## src/sv/wfd_pkg.sv

```systemverilog
// ----------------------------------------------------------------------------
// wfd_pkg
// Types and constants shared by the wrapper frame deframer modules.
// ----------------------------------------------------------------------------
package wfd_pkg;

  localparam int unsigned COUNT_W = 17;
  localparam int unsigned WORD_W  = 16;
  localparam int unsigned CFG_IDX_W  = 2;
  localparam int unsigned CFG_DATA_W = 17;

  localparam logic [COUNT_W-1:0] HDR_BYTES = 17'd8;
  localparam logic [COUNT_W-1:0] COUNT_MAX = 17'd65544;

  localparam logic [CFG_IDX_W-1:0] CFG_EXPECTED_VERSION = 2'd0;
  localparam logic [CFG_IDX_W-1:0] CFG_MAX_DATA_SIZE    = 2'd1;
  localparam logic [CFG_IDX_W-1:0] CFG_MAX_FRAME_SIZE   = 2'd2;

  localparam logic [WORD_W-1:0]  RST_EXPECTED_VERSION = 16'd1;
  localparam logic [WORD_W-1:0]  RST_MAX_DATA_SIZE    = 16'd65535;
  localparam logic [COUNT_W-1:0] RST_MAX_FRAME_SIZE   = 17'd65543;

  localparam logic KIND_PAYLOAD = 1'b0;
  localparam logic KIND_STATUS  = 1'b1;

  localparam logic [2:0] ST_OK        = 3'd0;
  localparam logic [2:0] ST_NEED_MORE = 3'd1;
  localparam logic [2:0] ST_VERSION   = 3'd2;
  localparam logic [2:0] ST_DATA_BIG  = 3'd3;
  localparam logic [2:0] ST_FRAME_BIG = 3'd4;
  localparam logic [2:0] ST_LENGTH    = 3'd5;
  localparam logic [2:0] ST_SRC       = 3'd6;
  localparam logic [2:0] ST_DST       = 3'd7;

  typedef struct packed {
    logic              has_payload;
    logic [7:0]        payload_byte;
    logic              has_status;
    logic [2:0]        status_code;
    logic [WORD_W-1:0] source_port;
    logic [WORD_W-1:0] destination_port;
    logic [WORD_W-1:0] data_length;
  } wfd_cmd_t;

  typedef struct packed {
    logic              item_kind;
    logic [7:0]        payload_byte;
    logic [2:0]        status_code;
    logic [WORD_W-1:0] source_port;
    logic [WORD_W-1:0] destination_port;
    logic [WORD_W-1:0] data_length;
    logic              end_of_run;
  } wfd_result_t;

endpackage

```

## src/sv/wfd_ifs.sv

```systemverilog
// ----------------------------------------------------------------------------
// wfd channel interfaces
// Byte input, result output and register write channels.
// ----------------------------------------------------------------------------
interface wfd_in_if;
  logic       valid;
  logic       ready;
  logic [7:0] data_byte;
  logic       final_byte;
  modport source (output valid, output data_byte, output final_byte, input ready);
  modport sink (input valid, input data_byte, input final_byte, output ready);
endinterface

interface wfd_out_if;
  logic        valid;
  logic        ready;
  logic        item_kind;
  logic [7:0]  payload_byte;
  logic [2:0]  status_code;
  logic [15:0] source_port;
  logic [15:0] destination_port;
  logic [15:0] data_length;
  logic        end_of_run;
  modport source (output valid, output item_kind, output payload_byte,
                  output status_code, output source_port, output destination_port,
                  output data_length, output end_of_run, input ready);
  modport sink (input valid, input item_kind, input payload_byte,
                input status_code, input source_port, input destination_port,
                input data_length, input end_of_run, output ready);
endinterface

interface wfd_cfg_if;
  logic        valid;
  logic        ready;
  logic [1:0]  index;
  logic [16:0] data;
  modport source (output valid, output index, output data, input ready);
  modport sink (input valid, input index, input data, output ready);
endinterface

```

## src/sv/wfd_front.sv

```systemverilog
// ----------------------------------------------------------------------------
// wfd_front
// Accepts frame bytes, gathers the header, classifies each byte and pushes
// a command (payload byte and/or end-of-frame status) into the queue.
// ----------------------------------------------------------------------------
module wfd_front (
  input  logic             clk,
  input  logic             rst_n,
  wfd_in_if.sink           in_ch,
  wfd_cfg_if.sink          cfg_ch,
  input  logic             q_ready,
  output logic             q_push,
  output wfd_pkg::wfd_cmd_t q_cmd
);

  logic [wfd_pkg::WORD_W-1:0]  exp_ver_r;
  logic [wfd_pkg::WORD_W-1:0]  max_data_r;
  logic [wfd_pkg::COUNT_W-1:0] max_frame_r;

  logic [wfd_pkg::COUNT_W-1:0] cnt_r, cnt_inc;
  logic [wfd_pkg::WORD_W-1:0]  ver_r, src_r, dst_r, len_r;
  logic [wfd_pkg::WORD_W-1:0]  ver_nxt, src_nxt, dst_nxt, len_nxt;
  logic [wfd_pkg::COUNT_W-1:0] len_end_r, len_end_nxt;
  logic                        acc, in_hdr, is_pay;
  logic [2:0]                  code;

  assign cfg_ch.ready = 1'b1;
  assign in_ch.ready  = q_ready;
  assign acc          = in_ch.valid && q_ready;

  always_ff @(posedge clk) begin
    if (!rst_n) begin
      exp_ver_r   <= wfd_pkg::RST_EXPECTED_VERSION;
      max_data_r  <= wfd_pkg::RST_MAX_DATA_SIZE;
      max_frame_r <= wfd_pkg::RST_MAX_FRAME_SIZE;
    end else if (cfg_ch.valid) begin
      case (cfg_ch.index)
        wfd_pkg::CFG_EXPECTED_VERSION: exp_ver_r <= cfg_ch.data[wfd_pkg::WORD_W-1:0];
        wfd_pkg::CFG_MAX_DATA_SIZE:    max_data_r <= cfg_ch.data[wfd_pkg::WORD_W-1:0];
        wfd_pkg::CFG_MAX_FRAME_SIZE:   max_frame_r <= cfg_ch.data;
        default: ;
      endcase
    end
  end

  assign in_hdr    = (cnt_r < wfd_pkg::HDR_BYTES);
  assign len_end_r = {1'b0, len_r} + wfd_pkg::HDR_BYTES;
  assign is_pay    = !in_hdr && (cnt_r < len_end_r);
  assign cnt_inc   = (cnt_r == wfd_pkg::COUNT_MAX) ? cnt_r : cnt_r + 17'd1;

  always_comb begin
    ver_nxt = ver_r;
    src_nxt = src_r;
    dst_nxt = dst_r;
    len_nxt = len_r;
    if (in_hdr) begin
      case (cnt_r[2:1])
        2'd0:    ver_nxt = {ver_r[7:0], in_ch.data_byte};
        2'd1:    src_nxt = {src_r[7:0], in_ch.data_byte};
        2'd2:    dst_nxt = {dst_r[7:0], in_ch.data_byte};
        default: len_nxt = {len_r[7:0], in_ch.data_byte};
      endcase
    end
  end

  assign len_end_nxt = {1'b0, len_nxt} + wfd_pkg::HDR_BYTES;

  always_comb begin
    if (cnt_inc < wfd_pkg::HDR_BYTES) code = wfd_pkg::ST_NEED_MORE;
    else if (ver_nxt != exp_ver_r) code = wfd_pkg::ST_VERSION;
    else if (len_nxt > max_data_r) code = wfd_pkg::ST_DATA_BIG;
    else if (len_end_nxt > max_frame_r) code = wfd_pkg::ST_FRAME_BIG;
    else if (cnt_inc < len_end_nxt) code = wfd_pkg::ST_NEED_MORE;
    else if (cnt_inc > len_end_nxt) code = wfd_pkg::ST_LENGTH;
    else if (src_nxt == '0) code = wfd_pkg::ST_SRC;
    else if (dst_nxt == '0) code = wfd_pkg::ST_DST;
    else code = wfd_pkg::ST_OK;
  end

  always_comb begin
    q_cmd.has_payload      = is_pay;
    q_cmd.payload_byte     = in_ch.data_byte;
    q_cmd.has_status       = in_ch.final_byte;
    q_cmd.status_code      = code;
    q_cmd.source_port      = (code == wfd_pkg::ST_OK) ? src_nxt : '0;
    q_cmd.destination_port = (code == wfd_pkg::ST_OK) ? dst_nxt : '0;
    q_cmd.data_length      = (code == wfd_pkg::ST_OK) ? len_nxt : '0;
  end

  assign q_push = acc && (is_pay || in_ch.final_byte);

  always_ff @(posedge clk) begin
    if (!rst_n) begin
      cnt_r <= '0;
      ver_r <= '0;
      src_r <= '0;
      dst_r <= '0;
      len_r <= '0;
    end else if (acc) begin
      if (in_ch.final_byte) begin
        cnt_r <= '0;
        ver_r <= '0;
        src_r <= '0;
        dst_r <= '0;
        len_r <= '0;
      end else begin
        cnt_r <= cnt_inc;
        ver_r <= ver_nxt;
        src_r <= src_nxt;
        dst_r <= dst_nxt;
        len_r <= len_nxt;
      end
    end
  end

  a_count_bound: assert property (@(posedge clk) disable iff (!rst_n)
    cnt_r <= wfd_pkg::COUNT_MAX)
    else $error("byte count beyond saturation value");

  a_final_clears: assert property (@(posedge clk) disable iff (!rst_n)
    (acc && in_ch.final_byte) |=> (cnt_r == '0 && len_r == '0))
    else $error("frame state not cleared after final byte");

endmodule

```

## src/sv/wfd_queue.sv

```systemverilog
// ----------------------------------------------------------------------------
// wfd_queue
// Short first-in first-out queue of commands between front and back.
// ----------------------------------------------------------------------------
module wfd_queue #(
  parameter int unsigned DEPTH = 4
) (
  input  logic              clk,
  input  logic              rst_n,
  input  logic              push,
  input  wfd_pkg::wfd_cmd_t push_cmd,
  output logic              not_full,
  input  logic              pop,
  output logic              not_empty,
  output wfd_pkg::wfd_cmd_t head_cmd
);

  localparam int unsigned PTR_W = (DEPTH > 1) ? $clog2(DEPTH) : 1;
  localparam int unsigned CNT_W = $clog2(DEPTH + 1);

  wfd_pkg::wfd_cmd_t slot_r [DEPTH];
  logic [PTR_W-1:0]  wr_ptr_r, rd_ptr_r;
  logic [CNT_W-1:0]  cnt_r;
  logic              do_push, do_pop;

  assign not_full  = (cnt_r != CNT_W'(DEPTH));
  assign not_empty = (cnt_r != '0);
  assign head_cmd  = slot_r[rd_ptr_r];
  assign do_push   = push && not_full;
  assign do_pop    = pop && not_empty;

  always_ff @(posedge clk) begin
    if (do_push) begin
      slot_r[wr_ptr_r] <= push_cmd;
    end
  end

  always_ff @(posedge clk) begin
    if (!rst_n) begin
      wr_ptr_r <= '0;
      rd_ptr_r <= '0;
      cnt_r    <= '0;
    end else begin
      if (do_push) begin
        wr_ptr_r <= (wr_ptr_r == PTR_W'(DEPTH - 1)) ? '0 : wr_ptr_r + PTR_W'(1);
      end
      if (do_pop) begin
        rd_ptr_r <= (rd_ptr_r == PTR_W'(DEPTH - 1)) ? '0 : rd_ptr_r + PTR_W'(1);
      end
      if (do_push && !do_pop) begin
        cnt_r <= cnt_r + CNT_W'(1);
      end else if (do_pop && !do_push) begin
        cnt_r <= cnt_r - CNT_W'(1);
      end
    end
  end

endmodule

```

## src/sv/wfd_back.sv

```systemverilog
// ----------------------------------------------------------------------------
// wfd_back
// Expands queued commands into result items: the payload byte first, then
// the end-of-frame status, through a registered output stage.
// ----------------------------------------------------------------------------
module wfd_back (
  input  logic              clk,
  input  logic              rst_n,
  input  logic              q_not_empty,
  input  wfd_pkg::wfd_cmd_t q_head,
  output logic              q_pop,
  wfd_out_if.source         out_ch
);

  logic                 out_valid_r, out_valid_nxt;
  logic                 pend_r, pend_nxt;
  wfd_pkg::wfd_result_t out_item_r, out_item_nxt;
  wfd_pkg::wfd_result_t pend_item_r, pend_item_nxt;
  wfd_pkg::wfd_result_t pay_item, stat_item;
  logic                 slot_free;

  always_comb begin
    pay_item                  = '0;
    pay_item.item_kind        = wfd_pkg::KIND_PAYLOAD;
    pay_item.payload_byte     = q_head.payload_byte;
    stat_item                  = '0;
    stat_item.item_kind        = wfd_pkg::KIND_STATUS;
    stat_item.status_code      = q_head.status_code;
    stat_item.source_port      = q_head.source_port;
    stat_item.destination_port = q_head.destination_port;
    stat_item.data_length      = q_head.data_length;
    stat_item.end_of_run       = 1'b1;
  end

  assign slot_free = !out_valid_r || out_ch.ready;

  always_comb begin
    out_valid_nxt = out_valid_r;
    out_item_nxt  = out_item_r;
    pend_nxt      = pend_r;
    pend_item_nxt = pend_item_r;
    q_pop         = 1'b0;
    if (slot_free) begin
      if (pend_r) begin
        out_valid_nxt = 1'b1;
        out_item_nxt  = pend_item_r;
        pend_nxt      = 1'b0;
      end else if (q_not_empty) begin
        q_pop         = 1'b1;
        out_valid_nxt = 1'b1;
        if (q_head.has_payload) begin
          out_item_nxt  = pay_item;
          pend_nxt      = q_head.has_status;
          pend_item_nxt = stat_item;
        end else begin
          out_item_nxt = stat_item;
        end
      end else begin
        out_valid_nxt = 1'b0;
      end
    end
  end

  always_ff @(posedge clk) begin
    if (!rst_n) begin
      out_valid_r <= 1'b0;
      pend_r      <= 1'b0;
    end else begin
      out_valid_r <= out_valid_nxt;
      pend_r      <= pend_nxt;
    end
  end

  always_ff @(posedge clk) begin
    out_item_r  <= out_item_nxt;
    pend_item_r <= pend_item_nxt;
  end

  assign out_ch.valid            = out_valid_r;
  assign out_ch.item_kind        = out_item_r.item_kind;
  assign out_ch.payload_byte     = out_item_r.payload_byte;
  assign out_ch.status_code      = out_item_r.status_code;
  assign out_ch.source_port      = out_item_r.source_port;
  assign out_ch.destination_port = out_item_r.destination_port;
  assign out_ch.data_length      = out_item_r.data_length;
  assign out_ch.end_of_run       = out_item_r.end_of_run;

  a_pend_behind_payload: assert property (@(posedge clk) disable iff (!rst_n)
    pend_r |-> (out_valid_r && out_item_r.item_kind == wfd_pkg::KIND_PAYLOAD))
    else $error("pending status without a payload item ahead of it");

  a_no_pop_while_pending: assert property (@(posedge clk) disable iff (!rst_n)
    (pend_r && slot_free) |-> !q_pop)
    else $error("queue popped while a status item was still pending");

endmodule

```

## src/sv/wrapper_frame_deframer_top.sv

```systemverilog
// ----------------------------------------------------------------------------
// wrapper_frame_deframer_top
// Wrapper frame deframer: header gathering, payload pass-through and
// end-of-frame status checking.
// ----------------------------------------------------------------------------
//  Channel   Role        Carries
//  in_ch     sink        data_byte, final_byte
//  out_ch    source      item_kind, payload_byte, status_code, ports, length,
//                        end_of_run
//  cfg_ch    sink        index, data (expected version, max data, max frame)
//
// One byte is accepted per cycle while the queue is not full; the status for
// a frame leaves after its last payload byte, so a final payload byte needs
// two output items and the command queue absorbs the extra item.
// A result is offered at the earliest once its command has passed the queue
// slot and the output register.
// Reset is synchronous; no clearing pass is needed.
// Output stalls fill the queue, and input ready drops only when it is full.
// ----------------------------------------------------------------------------
module wrapper_frame_deframer_top #(
  parameter int unsigned QUEUE_DEPTH = 4
) (
  input  logic       clk,
  input  logic       rst_n,
  wfd_in_if.sink     in_ch,
  wfd_out_if.source  out_ch,
  wfd_cfg_if.sink    cfg_ch
);

  logic              q_push, q_not_full, q_pop, q_not_empty;
  wfd_pkg::wfd_cmd_t q_cmd, q_head;

  wfd_front u_front (
    .clk     (clk),
    .rst_n   (rst_n),
    .in_ch   (in_ch),
    .cfg_ch  (cfg_ch),
    .q_ready (q_not_full),
    .q_push  (q_push),
    .q_cmd   (q_cmd)
  );

  wfd_queue #(
    .DEPTH (QUEUE_DEPTH)
  ) u_queue (
    .clk       (clk),
    .rst_n     (rst_n),
    .push      (q_push),
    .push_cmd  (q_cmd),
    .not_full  (q_not_full),
    .pop       (q_pop),
    .not_empty (q_not_empty),
    .head_cmd  (q_head)
  );

  wfd_back u_back (
    .clk         (clk),
    .rst_n       (rst_n),
    .q_not_empty (q_not_empty),
    .q_head      (q_head),
    .q_pop       (q_pop),
    .out_ch      (out_ch)
  );

endmodule
```

## src/flat_wrapper.sv

```systemverilog
// flat-port wrapper written by rule: the top's interface ports become plain ports
module wrapper_frame_deframer_top_flat 
#(
  parameter int unsigned QUEUE_DEPTH = 4
)
  (clk, rst_n, in_ch_valid, in_ch_data_byte, in_ch_final_byte, in_ch_ready, out_ch_valid, out_ch_item_kind, out_ch_payload_byte, out_ch_status_code, out_ch_source_port, out_ch_destination_port, out_ch_data_length, out_ch_end_of_run, out_ch_ready, cfg_ch_valid, cfg_ch_index, cfg_ch_data, cfg_ch_ready);
  wfd_in_if in_ch_i ();
  wfd_out_if out_ch_i ();
  wfd_cfg_if cfg_ch_i ();
  input  logic clk;
  input  logic rst_n;
  input wire logic [$bits(in_ch_i.valid)-1:0] in_ch_valid;
  input wire logic [$bits(in_ch_i.data_byte)-1:0] in_ch_data_byte;
  input wire logic [$bits(in_ch_i.final_byte)-1:0] in_ch_final_byte;
  output wire logic [$bits(in_ch_i.ready)-1:0] in_ch_ready;
  output wire logic [$bits(out_ch_i.valid)-1:0] out_ch_valid;
  output wire logic [$bits(out_ch_i.item_kind)-1:0] out_ch_item_kind;
  output wire logic [$bits(out_ch_i.payload_byte)-1:0] out_ch_payload_byte;
  output wire logic [$bits(out_ch_i.status_code)-1:0] out_ch_status_code;
  output wire logic [$bits(out_ch_i.source_port)-1:0] out_ch_source_port;
  output wire logic [$bits(out_ch_i.destination_port)-1:0] out_ch_destination_port;
  output wire logic [$bits(out_ch_i.data_length)-1:0] out_ch_data_length;
  output wire logic [$bits(out_ch_i.end_of_run)-1:0] out_ch_end_of_run;
  input wire logic [$bits(out_ch_i.ready)-1:0] out_ch_ready;
  input wire logic [$bits(cfg_ch_i.valid)-1:0] cfg_ch_valid;
  input wire logic [$bits(cfg_ch_i.index)-1:0] cfg_ch_index;
  input wire logic [$bits(cfg_ch_i.data)-1:0] cfg_ch_data;
  output wire logic [$bits(cfg_ch_i.ready)-1:0] cfg_ch_ready;
  assign in_ch_i.valid = in_ch_valid;
  assign in_ch_i.data_byte = in_ch_data_byte;
  assign in_ch_i.final_byte = in_ch_final_byte;
  assign in_ch_ready = in_ch_i.ready;
  assign out_ch_valid = out_ch_i.valid;
  assign out_ch_item_kind = out_ch_i.item_kind;
  assign out_ch_payload_byte = out_ch_i.payload_byte;
  assign out_ch_status_code = out_ch_i.status_code;
  assign out_ch_source_port = out_ch_i.source_port;
  assign out_ch_destination_port = out_ch_i.destination_port;
  assign out_ch_data_length = out_ch_i.data_length;
  assign out_ch_end_of_run = out_ch_i.end_of_run;
  assign out_ch_i.ready = out_ch_ready;
  assign cfg_ch_i.valid = cfg_ch_valid;
  assign cfg_ch_i.index = cfg_ch_index;
  assign cfg_ch_i.data = cfg_ch_data;
  assign cfg_ch_ready = cfg_ch_i.ready;
  wrapper_frame_deframer_top #(.QUEUE_DEPTH(QUEUE_DEPTH)) u_core (.clk(clk), .rst_n(rst_n), .in_ch(in_ch_i), .out_ch(out_ch_i), .cfg_ch(cfg_ch_i));
endmodule
```

## config.mk

```make
export PLATFORM = sky130hd
export DESIGN_NAME = wrapper_frame_deframer_top_flat
export DESIGN_NICKNAME = d
export VERILOG_FILES = /design/src/sv/wfd_pkg.sv /design/src/sv/wfd_ifs.sv /design/src/sv/wfd_front.sv /design/src/sv/wfd_queue.sv /design/src/sv/wfd_back.sv /design/src/sv/wrapper_frame_deframer_top.sv /design/src/flat_wrapper.sv
export SDC_FILE = /design/constraint.sdc
export NUM_CORES = 1
export LEC_CHECK = 0
export BUFFER_PORTS_ARGS = -buffer_cell sky130_fd_sc_hd__buf_2
export CORE_MARGIN = 1
export CORE_UTILIZATION = 50
export CTS_BUF_LIST = sky130_fd_sc_hd__clkbuf_4
export DETAILED_ROUTE_END_ITERATION = 10
export PLACE_DENSITY = 0.67
export SYNTH_ARGS = -nofsm -noshare
export SYNTH_HDL_FRONTEND = slang
export SYNTH_SLANG_ARGS = --single-unit
```

## constraint.sdc

```tcl
create_clock -name clk -period 7.35 [get_ports clk]
set_input_delay 0.3675 -clock clk [delete_from_list [all_inputs] [get_ports clk]]
set_output_delay 0.3675 -clock clk [all_outputs]
set_load 0.05 [all_outputs]
```

==> results of run 1 <==
[sequential cells by signal (all words and copies together), names as in the netlist, named ones only]
register and count:
u_core.u_queue.slot_r 244, u_core.u_back.pend_item_r 51, u_core.u_front.cnt_r 17, u_core.u_front.max_frame_r 17, u_core.u_back.out_ch.data_length 16, u_core.u_back.out_ch.destination_port 16, u_core.u_back.out_ch.source_port 16, u_core.u_front.dst_r 16
u_core.u_front.exp_ver_r 16, u_core.u_front.len_r 16, u_core.u_front.max_data_r 16, u_core.u_front.src_r 16, u_core.u_front.ver_r 16, u_core.u_back.out_ch.payload_byte 8, u_core.u_back.out_ch.status_code 3, u_core.u_queue.cnt_r 3
u_core.u_queue.rd_ptr_r 2, u_core.u_queue.wr_ptr_r 2, u_core.u_back.out_ch.item_kind 1, u_core.u_back.out_ch.valid 1, u_core.u_back.pend_r 1
[area by class of cell]
type | instances | area (um2) | share of cell area [%]
clock buffers | 192 | 1440 | 5.69
well taps | 592 | 741 | 2.92
repair buffers | 148 | 953 | 3.76
inverters | 72 | 270 | 1.07
multi-input cells | 1138 | 8230 | 32.5
flip-flops and latches | 496 | 13500 | 53.2
clock inverters | 35 | 225 | 0.888
diodes | 1 | 2.50 | 0.00987
[worst register-to-register path, cell delays in order (launching register included)]
cell	delay (ps)
dfxtp_1	460
nor4_4	320
nand4_2	370
nor3_4	280
buf_4	270
mux2i_1	210
inv_1	200
ha_1	220
nand2b_1	100
or3_1	430
or3_1	390
xor2_1	170
ha_1	270
nand4_1	110
nor2_1	160
nand3_1	110
and2_0	160
a22oi_1	340
nor3b_1	280
nand4_2	120
buf_4	380
a21oi_1	410
[per-layer routing]
metal,up-vias,track usage (%),share of wire [%]
met4,0,8.65,2.3
met1,7167,33.8,45
met2,497,38.3,47
met5,-,0,0
met3,78,4.22,5.9
li1,7007,-,-
[how the worst max path moves through the flow]
stage | from | to | depth (start not counted)
finish | u_core.u_front.cnt_r[7] | u_core.u_queue.slot_r[0][16] | 21
CTS | u_core.u_front.cnt_r[7] | u_core.u_queue.slot_r[2][43] | 21
detailed placement | u_core.u_front.cnt_r[7] | u_core.u_queue.slot_r[3][43] | 21
floorplan | u_core.u_front.cnt_r[9] | u_core.u_queue.slot_r[0][17] | 22
global route | u_core.u_front.cnt_r[7] | u_core.u_queue.slot_r[3][34] | 21
global placement | u_core.u_front.cnt_r[5] | u_core.u_queue.slot_r[0][30] | 21
[cells by family after synthesis]
group	Yosys count	synth area share (%)
compound gates	316	9.22
xor+xnor	73	2.86
fa+ha+maj	76	4.28
buf+inv	174	3.16
flops	496	60.2
mux	87	7.27
other cells	1	0.0168
simple gates	585	13.0
[cells in the mapped netlist (all sizes together) (21+ instances only)]
| library cell | number | share of area (%) |
|---|---|---|
| a22oi | 68 | 2.3 |
| nor2 | 51 | 0.97 |
| xnor2 | 48 | 1.9 |
| edfxtp | 355 | 48 |
| buf | 21 | 0.60 |
| nor2b | 93 | 2.6 |
| a21boi | 32 | 1.1 |
| mux4 | 60 | 6.0 |
| dfxtp | 141 | 13 |
| o211ai | 21 | 0.70 |
| a21o | 25 | 0.84 |
| ha | 75 | 4.2 |
| nand4 | 23 | 0.70 |
| xor2 | 25 | 0.98 |
| nand2 | 289 | 4.8 |
| nand3 | 24 | 0.54 |
| o21ai | 91 | 2.0 |
| mux2i | 23 | 1.0 |
| a21oi | 53 | 1.4 |
| clkbuf | 81 | 1.4 |
| and2 | 24 | 0.67 |
| inv | 71 | 1.2 |
[through the flow]
stage / utilization (%) / cells / setup WS [ps] / hold WS, ps
4_1_cts: 57.3 / 2673 / 1360 / 159
3_3_place_gp: 52.8 / 2414 / 1590 / 457
5_1_grt: 57.3 / 2674 / 856 / 244
6_report: 57.3 / 2674 / 1360 / 257
3_5_place_dp: 52.8 / 2414 / 1430 / 462
2_1_floorplan: - / 1808 / 2580 / 443
[power by group]
group	switching (uW)	internal (uW)	total (uW)	leakage, uW
logic	1430	534	1960	0.00375
registers	147	3540	3690	0.00467
clock network	1100	1290	2390	0.000994
==> impl_metrics.json, run 1 <==
{
  "status": "complete, no violations",
  "rr_endpoint": "u_core.u_queue.slot_r[0][16]",
  "path_buf_inv": 3,
  "cellLeakagePower_uw": 0.00941,
  "antenna_found_initial": 1,
  "synth-edff-count": 355,
  "postCtsHoldBufs": 32,
  "mostFrequentLayoutCells": "355 x edfxtp_1, 289 x nand2_1, 192 x clkbuf_4",
  "antenna_left": 0,
  "drtIter0Drc": 1287,
  "grt_usage_pct": 24.2,
  "hold_path.class": "primary input to flip-flop",
  "drc": 0,
  "power_density_nw_per_um2": 317,
  "die_w_um": 214,
  "worst_pin_slew_ps": 1200,
  "layout_min_cycle_time_ps": 5990,
  "setup-tns-final_ps": 0,
  "relSlewSlack_pct": 19.4,
  "path_clk_slew_ps": 70,
  "pin_count": 97,
  "clockRootBuffer": "clkbuf_4",
  "numPortBuffers": 95,
  "crit_slowest_cell": "dfxtp_1",
  "post_cts_resized": 0,
  "routabilityCongestion": 0.875,
  "critPathMaxStageDelay_ps": 460,
  "clock_path_buffers": 3,
  "insertion_delay_ps": 880,
  "die_height_um": 214,
  "grt_pass1_vias": 14434,
  "cts_tree": "yes",
  "synth_area_um2": 22400,
  "ys_dominant_reg_cell": "edfxtp_1",
  "routed_wl_um": 53400,
  "fin_total_pwr_uw": 8030,
  "max_freq_mhz": 167,
  "wl_per_cell_um": 20.0,
  "drv_cap": 0,
  "fin_nets": 2086,
  "rsz0062_at_grt": "no",
  "worstPathMaxFanout": 48,
  "finalInstanceArea_um2": 25400,
  "cp.arrival_ps": 6640,
  "drv_slew": 0,
  "nFillCells": 3659,
  "r2r_slack_ps": 1360,
  "initial_utilization_pct": 50.6,
  "syn_nets": 1917,
  "r2r-start": "u_core.u_front.cnt_r[7]",
  "drt_first_pass_iters": 6,
  "die_area_um2": 45600,
  "crit_type": "flip-flop to flip-flop",
  "cp-start-kind": "flip-flop",
  "peakVddDrop_v": 0.000256,
  "setup_viol_count_final": 0,
  "grt_max_degree": 122,
  "areaGrowthSynthToFinish_pct": 13.3,
  "end_kind": "flip-flop",
  "crit_family": "simple AND/OR/NAND/NOR gates",
  "yosys_warnings": 0,
  "cts_buffers": 121,
  "layout_commonest_cell": "edfxtp_1",
  "path_cells": "nor4_4 -> nand4_2 -> nor3_4 -> buf_4 -> mux2i_1 -> inv_1 -> ha_1 -> nand2b_1 -> or3_1 -> or3_1 -> xor2_1 -> ha_1 -> nand4_1 -> nor2_1 -> nand3_1 -> and2_0 -> a22oi_1 -> nor3b_1 -> nand4_2 -> buf_4 -> a21oi_1",
  "dpl_cell_area_um2": 23400,
  "num_rows": 77,
  "grt_pass1_wl_um": 83000,
  "synth-async-reset-ratio_pct": 0,
  "viasPerCell": 5.52,
  "critPathRequiredTime_ps": 8000,
  "hold_start": "in_ch_valid",
  "ys_seq_area_share_pct": 60.2,
  "finalHoldViolations": 0,
  "cts_max_level": 3,
  "ys_types": 65,
  "rr_worst_depth": 21,
  "drive_above_1_share_pct": 20.6,
  "synth_area_per_cell_um2": 12.4,
  "finalClockSkew_ps": 53.7,
  "netlist_instances": 1808,
  "min_delay_worst_endpoint": "u_core.u_front.cnt_r[2]",
  "dp_hpwl_um": 35100,
  "hold_depth": 5,
  "grt-ovfl-total": 0,
  "post-cts-setup-buffers": 0,
  "vias": 14749,
  "ys_seq_elements": 496,
  "clock-sinks": 496,
  "finalCritPeriodShare_pct": 81.5,
  "core_area_um2": 44200
}
Note: power is estimated with default switching activity, not from simulation.
==> run 2, diff against run 1 <==
==> constraint.sdc (replaced) <==
create_clock -name clk -period 6.2 [get_ports clk]
set_input_delay 0.31 -clock clk [delete_from_list [all_inputs] [get_ports clk]]
set_output_delay 0.31 -clock clk [all_outputs]
set_load 0.05 [all_outputs]
==> run 2 against run 1 <==
  * Hold slack got worse by 150 ps
  * Core utilization increased by 0.52 points
  * Clock skew increased by 4.4 ps
  * Maximum frequency increased by 3.1%
  * Register-to-register slack got worse by 970 ps
  * Total power increased by 21%
  * Clock power increased by 27%
  * Sequential cell count unchanged
  * Global-route usage increased by 0.60 points
  * Largest cell class unchanged
  * Critical path depth decreased by 3
  * Design area increased by 0.90%
  * Via count increased by 1.5%
==> impl_metrics.json, run 2 (same netlist as run 1, synthesis figures left out) <==
{
  "largest_register_ff_count": 244,
  "drive_above_1_share_pct": 21.5,
  "dp_hpwl_um": 36000,
  "dpl_cell_area_um2": 23500,
  "grt-ovfl-total": 0,
  "r2r-start": "u_core.u_front.cnt_r[4]",
  "setup-tns-final_ps": 0,
  "status": "complete, no violations",
  "initial_utilization_pct": 50.6,
  "clock_path_buffers": 3,
  "crit_type": "flip-flop to flip-flop",
  "routabilityCongestion": 0.921,
  "pin_count": 97,
  "cts_max_level": 4,
  "grt_max_degree": 87,
  "cp.arrival_ps": 6500,
  "post_cts_resized": 0,
  "cp-start-kind": "flip-flop",
  "worstPathMaxFanout": 48,
  "setup_viol_count_final": 0,
  "worst_pin_slew_ps": 1150,
  "power_density_nw_per_um2": 380,
  "antenna_left": 0,
  "hold_start": "in_ch_valid",
  "finalHoldViolations": 0,
  "areaGrowthSynthToFinish_pct": 14.3,
  "num_rows": 77,
  "finalInstanceArea_um2": 25600,
  "drt_first_pass_iters": 5,
  "finalCritPeriodShare_pct": 93.7,
  "critPathLaunch": "u_core.u_front.cnt_r[4]",
  "grt_usage_pct": 24.8,
  "grt_pass1_wl_um": 84100,
  "core_area_um2": 44200,
  "finalClockSkew_ps": 58.2,
  "cts_buffers": 132,
  "relSlewSlack_pct": 22.8,
  "mostFrequentLayoutCells": "355 x edfxtp_1, 289 x nand2_1, 191 x clkbuf_4",
  "peakVddDrop_v": 0.000315,
  "top_register": "u_core.u_queue.slot_r",
  "layout_commonest_cell": "edfxtp_1",
  "viasPerCell": 5.58,
  "cts_tree": "yes",
  "antenna_found_initial": 3,
  "drv_cap": 0,
  "fin_nets": 2112,
  "critPathRequiredTime_ps": 6890,
  "max_freq_mhz": 172,
  "reg_top3": "u_core.u_queue.slot_r (244), u_core.u_back.pend_item_r (51)",
  "grt_pass1_vias": 14857,
  "timing.hold.ws_ps": 106,
  "cellLeakagePower_uw": 0.00953,
  "wl_per_cell_um": 20.3,
  "end_kind": "flip-flop",
  "fin_util_pct": 57.8,
  "layout_min_cycle_time_ps": 5810,
  "clock-sinks": 496,
  "vias": 14975,
  "drc": 0,
  "drv_slew": 0,
  "drtIter0Drc": 1148,
  "die_area_um2": 45600,
  "clockRootBuffer": "clkbuf_4",
  "die_height_um": 214,
  "insertion_delay_ps": 940,
  "hold_path.class": "primary input to flip-flop",
  "die_w_um": 214,
  "path_clk_slew_ps": 70,
  "numPortBuffers": 95,
  "rsz0062_at_grt": "no",
  "routed_wl_um": 54400
}
run 2: cell count changes in the layout (fill, tap and decap cells not counted), sizes merged:
cell         delta
buf            +13
bufinv          +4
clkbuf          -1
clkinv         -11
clkinvlp        +3
dlygate4sd3     +2
inv             -1
run 2: path summary, 6_finish.rpt:
| path | cells past startpoint | slack, ps | end |
|---|---|---|---|
| min | 5 | 110 | u_core.u_front.len_r[2] |
| max reg2reg | 18 | 390 | u_core.u_queue.slot_r[0][42] |
| min reg2reg | 2 | 470 | u_core.u_front.max_frame_r[8] |
| max | 18 | 390 | u_core.u_queue.slot_r[0][42] |
run 2: what timing repair did:
item / CTS / global route
hold buffers: 34 / 0
endpoints found under the hold margin: 188 / 0
setup buffers: 0 / 0
run 2: worst max-delay path, cell delays in order, from the launching register on:
cell      delay [ps]
dfxtp_1          410
nor3_1           360
nand4_2          240
buf_4            250
or3_1            590
mux2i_1          290
or3_1            490
or3_1            380
xnor2_1          150
ha_1             270
nand4_1          130
nor3_1           270
a21bo_2          250
o211ai_1         100
o21ai_0          180
nor3b_1          260
nand4_2          120
buf_4            360
a21oi_1          380
run 2: power by group:
part | switching (uW) | total (uW) | internal [uW]
Combinational | 1670 | 2310 | 634
Clock | 1330 | 3030 | 1700
Sequential | 192 | 4390 | 4190
Total | 3190 | 9720 | 6530
run 2: final cells by class:
type | instances | area (um2)
fillers | 3664 | 18600
flip-flops and latches | 496 | 13500
multi-input cells | 1138 | 8220
clock buffers | 191 | 1430
repair buffers | 163 | 1100
well taps | 592 | 741
clock inverters | 30 | 325
inverters | 72 | 270
diodes | 1 | 2.50
run 2: per-layer routing:
layer	vias to the layer above	part of all wire (%)	GRT usage, %
met2	565	46	37.8
met5	-	0	0
li1	7064	-	-
met4	0	2.8	11.5
met1	7259	44	33.9
met3	87	7.3	5.76
run 2: per-stage QoR:
stage | power (uW) | cells | setup WS, ps
4_1_cts | 9850 | 2682 | 476
2_1_floorplan | 6160 | 1808 | 1430
6_report | 9720 | 2683 | 391
3_5_place_dp | 6780 | 2427 | 526
5_1_grt | 10200 | 2683 | 125
3_3_place_gp | 6750 | 2427 | 707
